<file path="src/rtl/core/rtphd_pkg.sv">
package rtphd_pkg;

   localparam int POS_W = 16;
   localparam int START_W = 17;

   localparam logic [POS_W-1:0] MAX_PACKET_BYTES = 16'hFFFF;
   localparam logic [POS_W-1:0] HDR_BYTES = 16'd12;
   localparam logic [POS_W-1:0] WORD_BYTES = 16'd4;
   localparam logic [START_W-1:0] START_MAX = 17'h1FFFF;

   localparam logic [15:0] PAYLOAD_CAPACITY_RESET = 16'd1024;
   localparam logic [15:0] EXT_DATA_CAPACITY_RESET = 16'd64;

   localparam int CSR_INDEX_W = 2;
   localparam logic [CSR_INDEX_W-1:0] CSR_PAYLOAD_CAPACITY = 2'd0;
   localparam logic [CSR_INDEX_W-1:0] CSR_EXT_DATA_CAPACITY = 2'd1;

   localparam logic [2:0] KIND_FIXED = 3'd0;
   localparam logic [2:0] KIND_CSRC = 3'd1;
   localparam logic [2:0] KIND_EXT_HDR = 3'd2;
   localparam logic [2:0] KIND_EXT_DATA = 3'd3;
   localparam logic [2:0] KIND_EXT_SKIP = 3'd4;
   localparam logic [2:0] KIND_PAYLOAD = 3'd5;

   localparam logic [2:0] STATUS_OK = 3'd0;
   localparam logic [2:0] STATUS_TOO_SHORT = 3'd1;
   localparam logic [2:0] STATUS_BAD_VERSION = 3'd2;
   localparam logic [2:0] STATUS_CSRC_CUT = 3'd3;
   localparam logic [2:0] STATUS_EXT_HDR_CUT = 3'd4;
   localparam logic [2:0] STATUS_EXT_DATA_CUT = 3'd5;

   localparam logic [1:0] HDR_VERSION = 2'd2;

   typedef struct packed {
      logic [7:0] data_byte;
      logic       last_byte;
   } req_type;

   typedef struct packed {
      logic [7:0]  byte_value;
      logic [2:0]  byte_kind;
      logic        packet_done;
      logic [2:0]  status;
      logic        marker;
      logic [6:0]  pt_value;
      logic [15:0] sequence_value;
      logic [31:0] timestamp_value;
      logic [31:0] source_id;
      logic [3:0]  contributor_count;
      logic        has_extension;
      logic [15:0] payload_bytes;
   } rsp_type;

   typedef struct packed {
      logic [15:0] payload_capacity;
      logic [15:0] ext_data_capacity;
   } cfg_type;

endpackage

</file>
<file path="src/rtl/core/rtphd_parse.sv">
module rtphd_parse
   import rtphd_pkg::*;
(
   input  logic    clock,
   input  logic    reset,
   input  logic    accept,
   input  req_type req,
   input  cfg_type cfg,
   output rsp_type result
);

   logic [POS_W-1:0]   pos_ff, pos_in;
   logic [7:0]         first_ff, first_in;
   logic [7:0]         second_ff, second_in;
   logic [15:0]        seq_ff, seq_in;
   logic [31:0]        ts_ff, ts_in;
   logic [31:0]        src_ff, src_in;
   logic [15:0]        extw_ff, extw_in;
   logic [START_W-1:0] pstart_ff, pstart_in;

   logic [7:0]         b;
   logic [3:0]         cc;
   logic               xbit;
   logic [6:0]         csrc_end;
   logic [POS_W-1:0]   csrc_end16;
   logic [POS_W-1:0]   ext_data_start;
   logic               in_ext_hdr;
   logic [18:0]        ps_wide;
   logic [POS_W-1:0]   pos_inc;
   logic [START_W-1:0] len17;
   logic [2:0]         kind;
   logic [2:0]         status;
   logic [POS_W-1:0]   plen;

   always_comb begin
      b = req.data_byte;
      first_in = (pos_ff == '0) ? b : first_ff;
      second_in = (pos_ff == 16'd1) ? b : second_ff;
      seq_in = (pos_ff == 16'd2 || pos_ff == 16'd3) ? {seq_ff[7:0], b} : seq_ff;
      ts_in = (pos_ff >= 16'd4 && pos_ff < 16'd8) ? {ts_ff[23:0], b} : ts_ff;
      src_in = (pos_ff >= 16'd8 && pos_ff < HDR_BYTES) ? {src_ff[23:0], b} : src_ff;

      cc = first_in[3:0];
      xbit = first_in[4];
      csrc_end = 7'd12 + {1'b0, cc, 2'b00};
      csrc_end16 = {9'b0, csrc_end};
      ext_data_start = csrc_end16 + WORD_BYTES;
      in_ext_hdr = xbit && (pos_ff >= csrc_end16) && (pos_ff < ext_data_start);

      extw_in = extw_ff;
      ps_wide = '0;
      if (pos_ff == '0) begin
         pstart_in = {10'b0, csrc_end} + {14'b0, xbit, 2'b00};
      end else begin
         pstart_in = pstart_ff;
      end
      // extension length word: high byte then low byte
      if (in_ext_hdr && pos_ff == csrc_end16 + 16'd2) begin
         extw_in = {b, 8'h00};
      end else if (in_ext_hdr && pos_ff == csrc_end16 + 16'd3) begin
         extw_in = extw_ff | {8'h00, b};
         ps_wide = {12'b0, csrc_end} + 19'd4 + {1'b0, extw_in, 2'b00};
         pstart_in = (ps_wide > {2'b00, START_MAX}) ? START_MAX : ps_wide[START_W-1:0];
      end

      if (pos_ff < HDR_BYTES) begin
         kind = KIND_FIXED;
      end else if (pos_ff < csrc_end16) begin
         kind = KIND_CSRC;
      end else if (in_ext_hdr) begin
         kind = KIND_EXT_HDR;
      end else if (xbit && {1'b0, pos_ff} < pstart_in) begin
         kind = (pos_ff - ext_data_start < cfg.ext_data_capacity) ? KIND_EXT_DATA
                                                                   : KIND_EXT_SKIP;
      end else begin
         kind = KIND_PAYLOAD;
      end

      // saturating increment doubles as the packet length on the last byte
      pos_inc = (pos_ff == MAX_PACKET_BYTES) ? pos_ff : pos_ff + 16'd1;
      len17 = {1'b0, pos_inc};

      plen = '0;
      if (pos_inc < HDR_BYTES) begin
         status = STATUS_TOO_SHORT;
      end else if (first_in[7:6] != HDR_VERSION) begin
         status = STATUS_BAD_VERSION;
      end else if (csrc_end16 > pos_inc) begin
         status = STATUS_CSRC_CUT;
      end else if (xbit && ext_data_start > pos_inc) begin
         status = STATUS_EXT_HDR_CUT;
      end else if (xbit && pstart_in > len17) begin
         status = STATUS_EXT_DATA_CUT;
      end else begin
         status = STATUS_OK;
         if (len17 > pstart_in) begin
            plen = pos_inc - pstart_in[POS_W-1:0];
            if (plen > cfg.payload_capacity) begin
               plen = '0;
            end
         end
      end

      pos_in = pos_inc;

      result = '0;
      result.byte_value = b;
      result.byte_kind = kind;
      if (req.last_byte) begin
         result.packet_done = 1'b1;
         result.status = status;
         result.marker = second_in[7];
         result.pt_value = second_in[6:0];
         result.sequence_value = seq_in;
         result.timestamp_value = ts_in;
         result.source_id = src_in;
         result.contributor_count = cc;
         result.has_extension = xbit;
         result.payload_bytes = plen;
      end
   end

   // packet state is cleared at the end of each packet
   always_ff @(posedge clock) begin
      if (reset || (accept && req.last_byte)) begin
         pos_ff <= '0;
         first_ff <= '0;
         second_ff <= '0;
         seq_ff <= '0;
         ts_ff <= '0;
         src_ff <= '0;
         extw_ff <= '0;
         pstart_ff <= '0;
      end else if (accept) begin
         pos_ff <= pos_in;
         first_ff <= first_in;
         second_ff <= second_in;
         seq_ff <= seq_in;
         ts_ff <= ts_in;
         src_ff <= src_in;
         extw_ff <= extw_in;
         pstart_ff <= pstart_in;
      end
   end

endmodule

</file>
<file path="src/rtl/core/rtp_header_decoder.sv">
// RTP header decoder
// Request channel (req_valid, req_stall, req_data): one packet byte per
// request in wire order, last_byte set on the final byte of each packet.
// Response channel (rsp_valid, rsp_stall, rsp_data): exactly one response
// per request, in order, carrying the byte, its region tag and, on the last
// byte, the status and the decoded header fields.
// CSR port (csr_valid, csr_ready, csr_index, csr_wdata): index 0 sets the
// payload capacity, index 1 the kept extension data length. Always ready;
// write only between packets with no response outstanding.
// Each response is registered in the output stage; one request is taken every
// cycle while req_stall is low, set by the single byte-position compare and update per byte.
// Reset clears the byte position, all packet fields and both channel stages,
// and loads capacities 1024 and 64.
// When the receiver stalls, the response holds in the output register and one
// more request lands in a skid register; req_stall then rises and stays high
// until the skid entry has moved to the output.
module rtp_header_decoder
   import rtphd_pkg::*;
(
   input  logic                   clock,
   input  logic                   reset,
   input  logic                   req_valid,
   output logic                   req_stall,
   input  req_type                req_data,
   output logic                   rsp_valid,
   input  logic                   rsp_stall,
   output rsp_type                rsp_data,
   input  logic                   csr_valid,
   output logic                   csr_ready,
   input  logic [CSR_INDEX_W-1:0] csr_index,
   input  logic [15:0]            csr_wdata
);

   cfg_type cfg_ff;
   logic    out_valid_ff, out_valid_in;
   logic    skid_valid_ff, skid_valid_in;
   rsp_type out_ff, out_in;
   rsp_type skid_ff, skid_in;
   rsp_type result;
   logic    accept;
   logic    take;

   assign csr_ready = 1'b1;
   assign req_stall = skid_valid_ff;
   assign accept = req_valid && !skid_valid_ff;
   assign take = out_valid_ff && !rsp_stall;
   assign rsp_valid = out_valid_ff;
   assign rsp_data = out_ff;

   rtphd_parse u_parse (
      .clock  (clock),
      .reset  (reset),
      .accept (accept),
      .req    (req_data),
      .cfg    (cfg_ff),
      .result (result)
   );

   always_comb begin
      out_valid_in = out_valid_ff;
      skid_valid_in = skid_valid_ff;
      out_in = out_ff;
      skid_in = skid_ff;
      if (take && skid_valid_ff) begin
         out_in = skid_ff;
         skid_valid_in = 1'b0;
      end else if (take || !out_valid_ff) begin
         out_valid_in = accept;
         out_in = result;
      end else if (accept) begin
         skid_valid_in = 1'b1;
         skid_in = result;
      end
   end

   always_ff @(posedge clock) begin
      if (reset) begin
         out_valid_ff <= 1'b0;
         skid_valid_ff <= 1'b0;
         cfg_ff.payload_capacity <= PAYLOAD_CAPACITY_RESET;
         cfg_ff.ext_data_capacity <= EXT_DATA_CAPACITY_RESET;
      end else begin
         out_valid_ff <= out_valid_in;
         skid_valid_ff <= skid_valid_in;
         if (csr_valid && csr_ready) begin
            unique case (csr_index)
               CSR_PAYLOAD_CAPACITY:  cfg_ff.payload_capacity <= csr_wdata;
               CSR_EXT_DATA_CAPACITY: cfg_ff.ext_data_capacity <= csr_wdata;
               default: ;
            endcase
         end
      end
   end

   always_ff @(posedge clock) begin
      out_ff <= out_in;
      skid_ff <= skid_in;
   end

endmodule

</file>
<file path="config.mk">
export PLATFORM = sky130hd
export DESIGN_NAME = rtp_header_decoder
export DESIGN_NICKNAME = d
export VERILOG_FILES = /design/src/rtl/core/rtphd_pkg.sv /design/src/rtl/core/rtphd_parse.sv /design/src/rtl/core/rtp_header_decoder.sv
export SDC_FILE = /design/constraint.sdc
export NUM_CORES = 1
export LEC_CHECK = 0
export ABC_AREA = 1
export BUFFER_PORTS_ARGS = -buffer_cell sky130_fd_sc_hd__buf_4
export CORE_UTILIZATION = 61
export CTS_BUF_LIST = sky130_fd_sc_hd__clkbuf_4 sky130_fd_sc_hd__clkbuf_8
export DETAILED_ROUTE_END_ITERATION = 6
export PLACE_DENSITY = 0.92
export SLEW_MARGIN = 5
export SYNTH_ARGS = -nofsm -noshare
export SYNTH_HDL_FRONTEND = slang
export SYNTH_SLANG_ARGS = --single-unit
</file>
<file path="constraint.sdc">
create_clock -name clock -period 11.2 [get_ports clock]
set_input_delay 0.56 -clock clock [delete_from_list [all_inputs] [get_ports clock]]
set_output_delay 0.56 -clock clock [all_outputs]
set_load 0.02 [all_outputs]
</file>
==> impl_results.md <==
- Register share of total power: 0.430
- Crit path max fanout: 25
- Die height: 191.6 um
- Yosys cell types: 60
- Vias in the first global route: 17.47k
- Gr usage total: 0.3241
- Slew HR: 0.2274
- Pin count of the biggest net entering global routing: 95
- Die area: 36710 sq um
- Power Density: 168.5 nW/um^2
- Peak supply drop: 0.1203 mV
- Layout cells sized above 1: 0.1378
- Crit-path max cell delay: 560 ps
- Status: completed
- Clock Latency Late Sink: 630 ps
- Tmin final: 9165 ps
- Hold Crit Class: primary input to register
- DRC Markers: 0
- Clk_skew: 33.07 ps
- # placed instances: 3081
- GP Congestion: 0.9579
- Core ar.: 35480 sq um
- Fin util: 0.6994
- # resized after CTS: 0
- Clock sink total: 426
- Hold-fix buffers at CTS: 0
- Switching pwr: 1.322 mW
- Io pins: 159
- Async set-reset flop share out of synthesis: 0
- Non-filler cells, final: 3211
- Crit-path most repeated cell: nor2_1
- CTS tree: done
- Seq/Total Area, Yosys: 0.5021
- ANT cells: 0
- Cell internal pwr: 2.860 mW
- Setup tns final: 0 ps
- Total CTS buffers: 71
- Crit path launch type: register
- Cell leakage power: 11.25 nW
- Postcts setup bufs: 0
- Final Max Slew Viols: 0
- Ys flop type: edfxtp_1
- Crit path arrival time: 9630 ps
- Cells after Synth: 2561
- Post-layout net count: 2837
- DR pass1 iterations: 6
- First-pass GRT wire length: 91880 um
- Sw Ratio: 0.3161
- CP Capture Type: register
- Clock power share: 0.339
- Die width: 191.6 um
- Row count: 69
- Area of the multi-input gates: 8768 sq um
- Post-Route WL: 60100 um
- Highest clock rate: 109.1 MHz
- Number of max-cap violations: 0
- Final Setup Violations: 0
- Reg area: 11010 sq um
- Syn avg cell area: 8.562 sq um
- Total Power: 4.182 mW
- Setup CP Type: register to register
- Initial DRC count: 2329
- Final hold violation count: 0
- FF+latch count, synth: 426
- Slowest CP cell: a2111oi_0
- WL per Instance: 18.72 um
- Worst-path clk slew: 60 ps
- H-tree depth: 3
- Via count: 18.46k
- Initial antenna violation count: 0
- Initial core utilization: 0.6180
- Fillers: 2548
- Power share of the combinational group: 0.231
- DR vias/cell: 5.749
- CTS root buffer: clkbuf_8
- GR Overflow Total: 0
- ANT nets after route: 0
- Critical Path RT: 11670 ps
- Longest Clk Path Bufs: 3
- Area Overhead vs Synth: 13.18%
- Worst Max-Slew Pin Slew: 1156 ps
- Cell Area, Synth: 21930 sq um
- Slack of the critical path: 2035 ps
- RSZ-0062 raised after global routing: no
- Port Buffer Count: 157
- Final Cycle Share: 0.8183
- Place WS: 2270 ps
- Synth warn: 0
- Post-synth EDFFs: 248
- Detailed placement HPWL: 41510 um
-- layer usage --
layer  vias to the layer above  track usage  share of wire  routed length [um]
met5                         -            0              0                   0
met4                         0       0.1438          0.036                2175
met3                       170      0.05262          0.088                5284
met2                      1019       0.5302           0.47               28520
met1                      8599       0.4242           0.40               24110
li1                       8671            -              -                   -
-- path summary, 6_finish.rpt --
kind              slack, ps  cells after the start                             from                               to
setup / recovery       2040                     48   u_parse.pos_ff[0]$_SDFFE_PP0P_           rsp_data[14]$_DFFE_PP_
hold / removal          130                      2                            reset           cfg_ff[0]$_SDFFE_PP0P_
hold reg to reg         460                      2  u_parse.extw_ff[2]$_SDFFE_PP0P_  u_parse.extw_ff[2]$_SDFFE_PP0P_
setup reg to reg       2040                     48   u_parse.pos_ff[0]$_SDFFE_PP0P_           rsp_data[14]$_DFFE_PP_
-- flip-flops by register name (all words and copies together) (netlist names) --
| name | flops |
|---|---|
| u_parse.extw_ff | 16 |
| u_parse.seq_ff | 16 |
| req_stall | 1 |
| u_parse.src_ff | 32 |
| skid_ff | 124 |
| rsp_valid | 1 |
| cfg_ff | 32 |
| u_parse.pstart_ff | 17 |
| u_parse.second_ff | 8 |
| u_parse.first_ff | 7 |
| rsp_data | 124 |
| u_parse.pos_ff | 16 |
| u_parse.ts_ff | 32 |
-- cell type report --
type / instances / area share
Sequential cell: 426 / 0.4437
Multi-Input combinational cell: 1564 / 0.3533
Inverter: 459 / 0.06958
Timing Repair Buffer: 171 / 0.05173
Clock buffer: 105 / 0.05042
Tap cell: 461 / 0.02324
Clock inverter: 25 / 0.008017
-- through the flow --
stage	hold WS [ps]	instance area, sq um
global route	132.8	24820
finish	134.8	24820
detailed placement	450.3	23370
CTS	103.6	24820
global placement	440.5	23370
floorplan	428.9	21930
-- layout by cell type (no fill, tap or decap), types with 10 or more instances in the layout --
master and count:
nor2_1 187, nand2_4 10, nor2_4 17, buf_4 171, clkbuf_8 74, dfxtp_1 178
nand4_1 21, edfxtp_1 248, o21ai_0 341, xor2_1 35, clkinv_2 10, nor3_1 11
a21oi_1 178, nand2_2 17, clkinv_1 11, clkbuf_4 31, nand2_1 424, ha_1 109
inv_1 448, nand3_1 54, o211ai_1 55
-- power by group through the flow --
stage / clock, mW / combinational (mW) / sequential, mW
2_1_floorplan: 0 / 0.589 / 1.87
3_3_place_gp: 0 / 0.914 / 1.82
3_5_place_dp: 0 / 0.940 / 1.83
4_1_cts: 1.42 / 0.952 / 1.80
5_1_grt: 1.49 / 1.06 / 1.80
6_report: 1.42 / 0.967 / 1.80
-- cells in the mapped netlist, drive strengths merged, types with 2 or more instances --
library cell	number	area, sq um
and2	5	31.28
xnor2	7	61.31
xor2	36	322.8
and3	2	12.51
edfxtp	248	7447
mux2i	2	20.02
clkbuf	99	371.6
o21bai	2	15.01
nand3	62	372.9
clkinv	3	11.26
o31ai	2	15.01
ha	109	1364
conb	2	7.510
nor4	10	68.81
a21oi	179	899.6
nor2	216	987.2
or2	4	25.02
inv	456	1714
a2111oi	3	26.28
a21o	5	37.54
a21boi	4	30.03
o211ai	55	412.9
dfxtp	178	3563
nand4	21	131.4
a211oi	9	67.56
nor3	14	91.34
fa	3	60.06
nand2	451	1800
o21ai	345	1738
buf	15	91.34
nand3b	5	41.29
a31oi	2	12.51
-- cell families (layout without fill, tap and decap cells) --
family                     count (synthesis)  count (layout)  share of synthesized area
buffers and inverters                    573             760                    0.09980
other                                      2               4                  0.0003425
xor gates and xnor gates                  43              43                    0.01752
AOI/OAI and AO/OA                        612             612                     0.1510
DFF                                      426             426                     0.5021
muxes                                      2               2                  0.0009130
adders and majority gates                112             112                    0.06494
and+or+nand+nor                          791             791                     0.1633
-- worst max-delay path: cells and delay by family (launching register included) --
family | cells | cell delay (ps)
DFF | 1 | 360
xor gates and xnor gates | 2 | 530
AOI/OAI and AO/OA | 9 | 2010
and+or+nand+nor | 28 | 4100
adders and majority gates | 5 | 1490
buffers and inverters | 4 | 500
No activity file was read; power rests on OpenSTA's default activity.
